<file path="config.mk">
export PLATFORM = sky130hd
export DESIGN_NAME = arwt_region_cell
export DESIGN_NICKNAME = d
export VERILOG_FILES = /design/src/sv/arwt_pkg.sv /design/src/sv/arwt_region_cell.sv
export SDC_FILE = /design/constraint.sdc
export NUM_CORES = 1
export LEC_CHECK = 0
export ABC_CLOCK_PERIOD_IN_PS = 7000
export BUFFER_PORTS_ARGS = -buffer_cell sky130_fd_sc_hd__buf_4
export CAP_MARGIN = 20
export CORE_AREA = 2 2 83 125
export DETAILED_ROUTE_END_ITERATION = 6
export DIE_AREA = 0 0 85 127
export MAX_ROUTING_LAYER = met4
export PLACE_DENSITY_LB_ADDON = 0.1
export SLEW_MARGIN = 20
export SYNTH_ARGS = -nofsm -noshare
export SYNTH_HDL_FRONTEND = slang
export SYNTH_SLANG_ARGS = --single-unit
</file>
<file path="constraint.sdc">
create_clock -name clk_i -period 7 [get_ports clk_i]
set_input_delay 0.35 -clock clk_i [delete_from_list [all_inputs] [get_ports clk_i]]
set_output_delay 0.35 -clock clk_i [all_outputs]
set_load 0.01 [all_outputs]
</file>
<file path="src/sv/arwt_pkg.sv">
// arwt_pkg: shared types, codes and the range test for the address range watch table
// used by the watch cells, the region cells and the top level; no dependencies
`default_nettype none

package arwt_pkg;

  localparam int unsigned AddrW = 32;
  localparam int unsigned TagW  = 8;

  // operation codes of an input item; code 7 is unused and only closes
  typedef enum logic [2:0] {
    OP_ADD_WATCH    = 3'd0,
    OP_REMOVE_WATCH = 3'd1,
    OP_CLEAR_WATCH  = 3'd2,
    OP_ADD_REGION   = 3'd3,
    OP_CLEAR_REGION = 3'd4,
    OP_WRITE_ACCESS = 3'd5,
    OP_PROT_QUERY   = 3'd6
  } op_e;

  // status codes of a closing item
  typedef enum logic [1:0] {
    STAT_OK       = 2'd0,
    STAT_BAD_SPAN = 2'd1,
    STAT_FULL     = 2'd2
  } stat_e;

  // sequencer states
  typedef enum logic [3:0] {
    ST_IDLE    = 4'b0001,
    ST_EXEC    = 4'b0010,
    ST_COMPACT = 4'b0100,
    ST_EMIT    = 4'b1000
  } state_e;

  // one watch entry
  typedef struct packed {
    logic [AddrW-1:0] base;
    logic [AddrW-1:0] span;
    logic [TagW-1:0]  tag;
  } arwt_went_t;

  // broadcast control for the watch cell row
  typedef struct packed {
    logic             clear;
    logic             add;
    logic             remove;
    logic             probe;
    logic             compact;
    logic [AddrW-1:0] addr;
    logic [AddrW-1:0] span;
    logic [TagW-1:0]  tag;
  } arwt_wctl_t;

  // broadcast control for the region cell row
  typedef struct packed {
    logic             clear;
    logic             add;
    logic [AddrW-1:0] addr;
    logic [AddrW-1:0] span;
  } arwt_rctl_t;

  // true when a lies in [base, base + span)
  function automatic logic arwt_in_range(input logic [AddrW-1:0] a,
                                         input logic [AddrW-1:0] base,
                                         input logic [AddrW-1:0] span);
    logic [AddrW:0] lim;
    lim = {1'b0, base} + {1'b0, span};
    return (a >= base) && ({1'b0, a} < lim);
  endfunction

endpackage

`default_nettype wire

</file>
<file path="src/sv/arwt_region_cell.sv">
// arwt_region_cell: one slot of the protection region table
// depends on arwt_pkg; fills in order behind its left neighbor
`default_nettype none

module arwt_region_cell import arwt_pkg::*; (
  input  logic       clk_i,
  input  logic       rst_ni,
  input  arwt_rctl_t ctl_i,
  input  logic       prev_valid_i,
  output logic       valid_o,
  output logic       match_o
);

  logic             valid_q, valid_d;
  logic [AddrW-1:0] base_q, span_q;
  logic             load_new;

  assign load_new = ctl_i.add & prev_valid_i & ~valid_q;

  // occupancy
  always_comb begin
    valid_d = valid_q;
    if (ctl_i.clear) begin
      valid_d = 1'b0;
    end else if (load_new) begin
      valid_d = 1'b1;
    end
  end

  always_ff @(posedge clk_i or negedge rst_ni) begin
    if (!rst_ni) begin
      valid_q <= 1'b0;
    end else begin
      valid_q <= valid_d;
    end
  end

  // region bounds
  always_ff @(posedge clk_i) begin
    if (load_new) begin
      base_q <= ctl_i.addr;
      span_q <= ctl_i.span;
    end
  end

  assign valid_o = valid_q;
  assign match_o = valid_q & arwt_in_range(ctl_i.addr, base_q, span_q);

endmodule

`default_nettype wire

</file>
==> metrics.cfg <==
[clocking]
clk_pin_slew_worst_paths_ns=0.06
h-tree-depth=3
cts_buffers=9
cts.sinks=65
clock_path_buffers=2
cts-root-buf=clkbuf_16
cts_tree=built
insertion_delay_ns=0.33

[sta]
max_freq_mhz=209
finalMaxSlewViolations=0
setup_viol=0
setup_slack_ns=2.23
tightest_slew_ns=0.846
period_minus_slack_ns=4.77
maxSlewHeadroom_pct=43.6
hold_viol_final=0
fin_tns_setup_ns=0
hold_ws_ns=0.159
skew_ns=0.00628
rsz0062_at_grt=no
fin_crit_sh_pct=68.2

[synthesis]
ys_warn_count=0
synthDistinctLibCells=62
synthCells=505
synth-seq-cells=65
async_flop_share_pct=1.54
yosysSeqAreaShare_pct=37.3
yosysTopAreaCellShare_pct=36.8
synth_edf_count=64
synth_area_leaders=edfxtp_1 37%, ha_1 23%, a21oi_1 4.4%, a21o_1 3.5%, inv_1 3.0%
synth_nets=670
syn_area_um2=5220
yosys.area.top_type=edfxtp_1
ys.flop_type=edfxtp_1
syn_area_per_cell_um2=10.3

[worst_setup_path]
cp.arrival_ns=4.42
critPathBufInv=1
critPathSlowestCell=a311o_2
worstSetupPathType=flip-flop to output port
crit_required_ns=6.65
crit_path_end_kind=output port
cp_common_cell=ha_1
crit_family=compound AO/OA/AOI/OAI gates
crit_fanout=8
startpoint_type=flip-flop
worst_path_largest_cell_delay_ns=0.42
path_cells=ha_1 > fa_1 > a21o_1 > nand4_1 > a21oi_2 > o211ai_2 > a311oi_4 > a311o_2 > o211ai_1 > ha_1 > a2111oi_0 > o21ai_0 > a41o_1 > nand3_1 > a21oi_1 > a211oi_2 > buf_4

[die]
die_w_um=85
die_y_um=127
io_pins=71
rows=44
start_util_pct=54.1
core_area_um2=9630
die_area_um2=10800

[global_routing]
grt_pass1_vias=4411
grt.total_usage_pct=24.9
grt_overflow=0
grt_max_degree=65
grt_pass1_wl_um=20700
antenna_found_initial=0

[detailed_routing]
dr.pass1.iters=4
dr_total_vias=4167
initialDrtViolationCount=174
wl_per_cell_um=17.7
wl_um=12300
postRouteAntennaNets=0
routed_via_density=5.99
drc_errors=0

[finish]
drive_gt1_share_pct=16.9
design_area_um2=6140
diodes=0
fillCellCount=785
nNetsFinal=742
syn_to_final_growth_pct=17.7

[pwr]
cellLeakagePower_nw=2.78
power_density_nw_per_um2=193
peakVddDrop_uv=186

[placed_design]
place_area_um2=5850
io_buffers=70
post-place-ws_ns=2.63
gp_congestion=0.895
dp_hpwl_um=9900

[run]
max_cap_violations=0

[hold_path]
hold_class=input port to flip-flop

[run_status]
status=complete, no violations

routing by layer:
| layer | share of wire, % | GRT usage [%] | wire (um) | vias to the layer above |
|---|---|---|---|---|
| met3 | 3.6 | 3.68 | 440 | 37 |
| met1 | 40 | 27.6 | 4910 | 1948 |
| met5 | 0 | - | 0 | - |
| met2 | 53 | 43.8 | 6510 | 103 |
| li1 | - | - | - | 2079 |
| met4 | 3.8 | 11.1 | 465 | 0 |
sequential cells by signal (all words and copies together), names as in the netlist:
register and flops:
base_q 32, span_q 32, valid_o 1
what timing repair did:
item,4_1_cts,5_1_grt
endpoints found under the setup margin,0,0
buffers inserted,0,0
endpoints found under the hold margin,1,0
hold buffers,1,0
resized for setup,0,0
path summary, 6_finish.rpt:
check / from / end / slack, ns / cells past startpoint
max: base_q[0] / match_o / 2.23 / 17
min: ctl_i[65] / valid_o / 0.16 / 2
max reg2reg: valid_o / base_q[11] / 5.37 / 2
min reg2reg: valid_o / valid_o / 0.63 / 2
max in group asynchronous: rst_ni / valid_o / 6.60 / 2
min in group asynchronous: rst_ni / valid_o / 0.32 / 2
cells by family (layout without fill, tap and decap cells):
| group | Yosys count | in the layout | synth area share (%) |
|---|---|---|---|
| AOI/OAI and AO/OA | 156 | 156 | 20.2 |
| xor gates and xnor gates | 23 | 23 | 3.86 |
| adders and majority gates | 96 | 96 | 23.2 |
| buffers and inverters | 52 | 128 | 3.91 |
| DFF | 65 | 65 | 37.3 |
| muxes | 2 | 2 | 0.384 |
| and+or+nand+nor | 111 | 111 | 11.1 |
metrics by stage:
| stage | power, mW | util, % | cells |
|---|---|---|---|
| final | 1.19 | 63.7 | 696 |
| after global routing | 1.25 | 63.7 | 696 |
| after CTS | 1.19 | 63.7 | 696 |
| after detailed placement | 0.759 | 60.7 | 680 |
| after global placement | 0.752 | 60.7 | 680 |
| after floorplan | 0.662 | - | 505 |
cell usage after synthesis (all sizes together) (3+ instances only):
cell and count:
inv 41, o21bai 3, o21a 6, nor2 23, a21oi 48, a31oi 5, a211oi 9, a211o 3
nand3 9, xnor2 11, o211ai 7, nor4 3, a2111oi 3, a21o 25, nand4 15, nand2b 7
edfxtp 64, a311oi 3, nor3 10, ha 95, o21ai 28, nor2b 3, buf 5, nand2 24
clkbuf 6, xor2 12, and3 5
worst register-to-register path, cell delays in order, from the launching register on:
cell and delay, ns:
dfrtp_1 0.43, nor2_4 0.12, buf_4 0.66
cell usage in the layout, fill, tap and decap left out, types with 7 or more instances in the layout:
cell type / Yosys / final
nand2b_1: 7 / 7
nor3_1: 10 / 10
a21oi_1: 46 / 46
inv_1: 41 / 41
nand3_1: 8 / 8
clkbuf_16: 0 / 9
nor2_1: 23 / 22
xnor2_1: 11 / 11
a211oi_1: 8 / 8
nand2_1: 24 / 24
o21ai_0: 26 / 26
a21o_1: 24 / 24
nand4_1: 15 / 15
edfxtp_1: 64 / 64
ha_1: 95 / 95
buf_4: 1 / 71
xor2_1: 12 / 12
power breakdown:
part | switching [mW] | internal [mW] | total, mW
combinational | 0.162 | 0.135 | 0.297
sequential | 0.00791 | 0.449 | 0.457
clock | 0.161 | 0.270 | 0.431
total | 0.331 | 0.854 | 1.19
layout make-up:
| type | count | area [um^2] | share of cell area, % |
|---|---|---|---|
| Timing Repair Buffer | 72 | 543 | 8.85 |
| Sequential cell | 65 | 1950 | 31.7 |
| Clock buffer | 10 | 229 | 3.73 |
| Inverter | 41 | 154 | 2.51 |
| Clock inverter | 5 | 47.5 | 0.775 |
| Multi-Input combinational cell | 388 | 3070 | 50.1 |
| Tap cell | 115 | 144 | 2.34 |
Note: power is estimated with default switching activity, not from simulation.
