## src/sv/arwt_pkg.sv

```systemverilog
// arwt_pkg: shared types, codes and the range test for the address range watch table
// used by the watch cells, the region cells and the top level; no dependencies
`default_nettype none

package arwt_pkg;

  localparam int unsigned AddrW = 32;
  localparam int unsigned TagW  = 8;

  // operation codes of an input item; code 7 is unused and only closes
  typedef enum logic [2:0] {
    OP_ADD_WATCH    = 3'd0,
    OP_REMOVE_WATCH = 3'd1,
    OP_CLEAR_WATCH  = 3'd2,
    OP_ADD_REGION   = 3'd3,
    OP_CLEAR_REGION = 3'd4,
    OP_WRITE_ACCESS = 3'd5,
    OP_PROT_QUERY   = 3'd6
  } op_e;

  // status codes of a closing item
  typedef enum logic [1:0] {
    STAT_OK       = 2'd0,
    STAT_BAD_SPAN = 2'd1,
    STAT_FULL     = 2'd2
  } stat_e;

  // sequencer states
  typedef enum logic [3:0] {
    ST_IDLE    = 4'b0001,
    ST_EXEC    = 4'b0010,
    ST_COMPACT = 4'b0100,
    ST_EMIT    = 4'b1000
  } state_e;

  // one watch entry
  typedef struct packed {
    logic [AddrW-1:0] base;
    logic [AddrW-1:0] span;
    logic [TagW-1:0]  tag;
  } arwt_went_t;

  // broadcast control for the watch cell row
  typedef struct packed {
    logic             clear;
    logic             add;
    logic             remove;
    logic             probe;
    logic             compact;
    logic [AddrW-1:0] addr;
    logic [AddrW-1:0] span;
    logic [TagW-1:0]  tag;
  } arwt_wctl_t;

  // broadcast control for the region cell row
  typedef struct packed {
    logic             clear;
    logic             add;
    logic [AddrW-1:0] addr;
    logic [AddrW-1:0] span;
  } arwt_rctl_t;

  // true when a lies in [base, base + span)
  function automatic logic arwt_in_range(input logic [AddrW-1:0] a,
                                         input logic [AddrW-1:0] base,
                                         input logic [AddrW-1:0] span);
    logic [AddrW:0] lim;
    lim = {1'b0, base} + {1'b0, span};
    return (a >= base) && ({1'b0, a} < lim);
  endfunction

endpackage

`default_nettype wire

```

## src/sv/arwt_watch_cell.sv

```systemverilog
// arwt_watch_cell: one slot of the watch table with its valid bit and hit flag
// depends on arwt_pkg; entries move one cell toward slot 0 per cycle while compacting
`default_nettype none

module arwt_watch_cell import arwt_pkg::*; (
  input  logic       clk_i,
  input  logic       rst_ni,
  input  arwt_wctl_t ctl_i,
  input  logic       prev_valid_i,
  input  logic       next_valid_i,
  input  arwt_went_t next_entry_i,
  input  logic       hit_clr_i,
  output logic       valid_o,
  output arwt_went_t entry_o,
  output logic       hit_o
);

  logic       valid_q, valid_d;
  logic       hit_q, hit_d;
  arwt_went_t entry_q, entry_d;
  logic       load_new, take, give, drop;

  // slot actions
  assign load_new = ctl_i.add & prev_valid_i & ~valid_q;
  assign take     = ctl_i.compact & ~valid_q & next_valid_i;
  assign give     = ctl_i.compact & valid_q & ~prev_valid_i;
  assign drop     = ctl_i.remove & valid_q & (entry_q.base == ctl_i.addr);

  // occupancy
  always_comb begin
    valid_d = valid_q;
    if (ctl_i.clear) begin
      valid_d = 1'b0;
    end else if (load_new || take) begin
      valid_d = 1'b1;
    end else if (give || drop) begin
      valid_d = 1'b0;
    end
  end

  // entry payload
  always_comb begin
    entry_d = entry_q;
    if (load_new) begin
      entry_d.base = ctl_i.addr;
      entry_d.span = ctl_i.span;
      entry_d.tag  = ctl_i.tag;
    end else if (take) begin
      entry_d = next_entry_i;
    end
  end

  // hit flag, latched on a write access and dropped once reported
  always_comb begin
    hit_d = hit_q;
    if (ctl_i.probe) begin
      hit_d = valid_q & arwt_in_range(ctl_i.addr, entry_q.base, entry_q.span);
    end else if (hit_clr_i) begin
      hit_d = 1'b0;
    end
  end

  always_ff @(posedge clk_i or negedge rst_ni) begin
    if (!rst_ni) begin
      valid_q <= 1'b0;
      hit_q   <= 1'b0;
    end else begin
      valid_q <= valid_d;
      hit_q   <= hit_d;
    end
  end

  always_ff @(posedge clk_i) begin
    entry_q <= entry_d;
  end

  assign valid_o = valid_q;
  assign entry_o = entry_q;
  assign hit_o   = hit_q;

endmodule

`default_nettype wire

```

## config.mk

```make
export PLATFORM = sky130hd
export DESIGN_NAME = arwt_watch_cell
export DESIGN_NICKNAME = d
export VERILOG_FILES = /design/src/sv/arwt_pkg.sv /design/src/sv/arwt_watch_cell.sv
export SDC_FILE = /design/constraint.sdc
export NUM_CORES = 1
export LEC_CHECK = 0
export ABC_CLOCK_PERIOD_IN_PS = 5600
export BUFFER_PORTS_ARGS = -buffer_cell sky130_fd_sc_hd__buf_2
export CORE_MARGIN = 8
export CORE_UTILIZATION = 46
export DETAILED_ROUTE_END_ITERATION = 12
export MAX_ROUTING_LAYER = met4
export PLACE_DENSITY = 0.86
export SLEW_MARGIN = 15
export SYNTH_ARGS = -nofsm -noshare
export SYNTH_HDL_FRONTEND = slang
export SYNTH_SLANG_ARGS = --single-unit
```

## constraint.sdc

```tcl
create_clock -name clk_i -period 5.6 [get_ports clk_i]
set_input_delay 0.28 -clock clk_i [delete_from_list [all_inputs] [get_ports clk_i]]
set_output_delay 0.28 -clock clk_i [all_outputs]
set_load 0.1 [all_outputs]
```

==> flow_summary.yaml <==
drt:
  wl_um: 17100
  initialDrtViolationCount: 241
  ant_nets: 0
  drc: 0
  first_pass_iters: 4
  vias_per_cell: 5.44
  wl_per_cell_um: 17.5
  vias: 5314
clock_tree:
  clk_latency_ps: 340
  cts_resized: 0
  cts_buffers: 9
  htree_levels: 3
  holdBufCountCts: 1
  clock-sinks: 74
  cts_root_buf: "clkbuf_16"
  cts_setup_buffers: 0
  tritoncts: "built"
  cts_max_path_buffers: 2
  path_clk_slew_ps: 60
cells_and_area:
  multi_input_area_sq_um: 3810
  final_core_util_pct: 59.7
  final-seq-area_sq_um: 2210
  nFillCells: 1147
  diodes: 0
  area_growth_pct: 26.9
  drive_gt1_share_pct: 41.8
  nNetsFinal: 1045
synthesis:
  syn_area_per_cell_sq_um: 11.0
  synth-main-ff-cell: "edfxtp_1"
  yosys_register_bits: 74
  synth.largest_area_cell: "edfxtp_1"
  ys_types: 59
  synth-edff-count: 72
  synthArstFlopShare_pct: 2.70
  synth_area_leaders: "edfxtp_1 35%, ha_1 19%, mux2_2 13%, a21o_1 3.7%, a21oi_1 3.5%"
  ys.warnings.count: 0
  synth_nets: 817
  yosysTopAreaCellShare_pct: 34.7
  synth_area_sq_um: 6230
  syn-instance-count: 567
  yosysSeqAreaShare_pct: 35.5
critical_path:
  arrival_ps: 4400
  required_ps: 5830
  cp-end-kind: "register"
  start_kind: "register"
  worstSetupPathType: "register to register"
  critPathMaxFanout: 6
  rrSetupSlack_ps: 1430
floorplan:
  row_count: 42
  die_x_um: 132
  fp.coreArea_sq_um: 13200
  die-area_sq_um: 17500
  dieHeight_um: 132
  start_util_pct: 47.1
  pin_count: 228
place:
  place.gp.congestion: 0.893
  io_buffer_count: 227
  dpl.hpwl_um: 14300
sta:
  finalCriticalPeriod_ps: 4170
  fin_crit_sh_pct: 74.5
  slew_viol_final: 0
  hold_violations: 0
  setup_viol: 0
  tns_ps: 0
  worst_pin_slew_ps: 921
  fmax_mhz: 240
  grt_setup_unrepaired: "no"
  slew_headroom_pct: 38.6
  fin_skew_ps: 6.95
power_and_ir_drop:
  peakVddDrop_mv: 0.220
  p_comb_share_pct: 44.1
  pwr_density_cell_nw_per_um2: 307
  power.share.clock_pct: 26.9
  p_int_mw: 1.47
  p_sw_share_pct: 39.4
  power_switching_mw: 0.957
  leakage_nw: 3.77
  pwr-share-seq_pct: 28.9
global_routing:
  grt_pass1_wl_um: 27500
  first_global_vias: 5802
  grt_antenna_before_repair: 0
  grt_start_max_net_pins: 74
  grt_usage_pct: 19.8
  grt-ovfl-total: 0
status:
  status: "finished clean"
job:
  maxCapViolations: 0
worst_hold_path:
  min_path_type: "input pin to register"
-- metal layers --
metal	track usage [%]	part of all wire, %	wire length, um	vias to the layer above
met2	35.6	52	8920	172
met5	-	0	0	-
met1	20.7	40	6830	2493
met3	5.11	5.6	952	23
met4	6.37	2.1	355	0
li1	-	-	-	2626
-- worst max-delay path, cell delays in order (launching register included) --
cell	delay, ps
edfxtp_1	410
ha_1	390
a21oi_2	180
o211ai_2	120
a31o_4	280
a31o_4	260
a221oi_4	360
o31ai_2	170
a2111oi_4	320
nor3_2	80
ha_1	290
nand4_1	140
or4_1	550
o221a_2	240
o31a_1	270
-- final timing paths --
path                             start  endpoint  cells after the start
setup / recovery           entry_o[44]     hit_o                     14
hold / removal               ctl_i[76]   valid_o                      2
max in group asynchronous       rst_ni   valid_o                      2
min in group asynchronous       rst_ni     hit_o                      2
hold reg to reg                valid_o   valid_o                      2
setup reg to reg           entry_o[44]     hit_o                     14
-- state kept, by name (all words and copies together) (netlist names) --
name and flops:
entry_o 72, hit_o 1, valid_o 1
-- final cells by class --
type | instances | share of cell area, %
multi-input combinational | 435 | 48.2
clock inverter | 6 | 1.33
tap | 176 | 2.78
inverter | 45 | 2.14
sequential | 74 | 28.0
timing repair buffer | 230 | 14.7
clock buffer | 10 | 2.89
-- layout by cell type (no fill, tap or decap), types with 8 or more instances in the layout --
cell / Yosys / layout
clkbuf_16: 0 / 9
nand2_1: 18 / 18
a21oi_1: 43 / 43
xor2_1: 11 / 11
nand4_1: 11 / 11
edfxtp_1: 72 / 72
inv_1: 45 / 45
ha_1: 95 / 95
a21o_1: 31 / 31
xnor2_1: 18 / 18
mux2_2: 71 / 71
nor2_1: 18 / 18
nor3_1: 8 / 8
buf_2: 1 / 227
nand3_1: 15 / 15
o21ai_0: 20 / 19
-- cell usage after synthesis (all sizes together), types with 2 or more instances --
cell type,count
a21oi,46
a31oi,2
nor2b,5
a21o,33
a221oi,5
a31o,2
and3,5
inv,45
a211o,3
nand3,15
dfrtp,2
nand4,11
nor4,2
nand2b,4
o211ai,4
a211oi,2
xor2,11
nor3,9
o31ai,2
and2,2
nand2,18
o21bai,4
o31a,4
xnor2,18
a2111oi,4
ha,95
mux2,71
clkbuf,12
o21ai,25
nor2,18
edfxtp,72
-- metrics by stage --
step / cells / hold WS (ps) / instance area [sq um] / worst slack, ps / power, mW
4_1_cts: 976 / 74.8 / 7910 / 1430 / 2.45
3_3_place_gp: 959 / 82.5 / 7570 / 1540 / 1.76
2_1_floorplan: 567 / -15.6 / 6230 / 926 / 1.55
5_1_grt: 976 / 84.3 / 7910 / 1290 / 2.56
6_report: 976 / 82.9 / 7910 / 1430 / 2.43
3_5_place_dp: 959 / 80.1 / 7570 / 1460 / 1.78
-- cells by family (layout without fill, tap and decap cells) --
| family | Yosys count | count (layout) | synth area share, % |
|---|---|---|---|
| AO/OA/AOI/OAI | 142 | 142 | 16.6 |
| AND/OR/NAND/NOR | 97 | 97 | 8.11 |
| adder cells (fa/ha/maj) | 96 | 96 | 19.4 |
| flip-flops | 74 | 74 | 35.5 |
| multiplexers | 71 | 71 | 12.8 |
| buffers and inverters | 58 | 291 | 3.51 |
| XOR/XNOR | 29 | 29 | 4.07 |
-- power groups by stage --
stage | Clock (mW) | Sequential (mW) | Combinational (mW)
floorplan | 0 | 1.03 | 0.524
finish | 0.654 | 0.703 | 1.07
global placement | 0 | 0.712 | 1.05
global route | 0.685 | 0.710 | 1.17
CTS | 0.666 | 0.704 | 1.08
detailed placement | 0 | 0.715 | 1.07
Note: power is estimated with default switching activity, not from simulation.
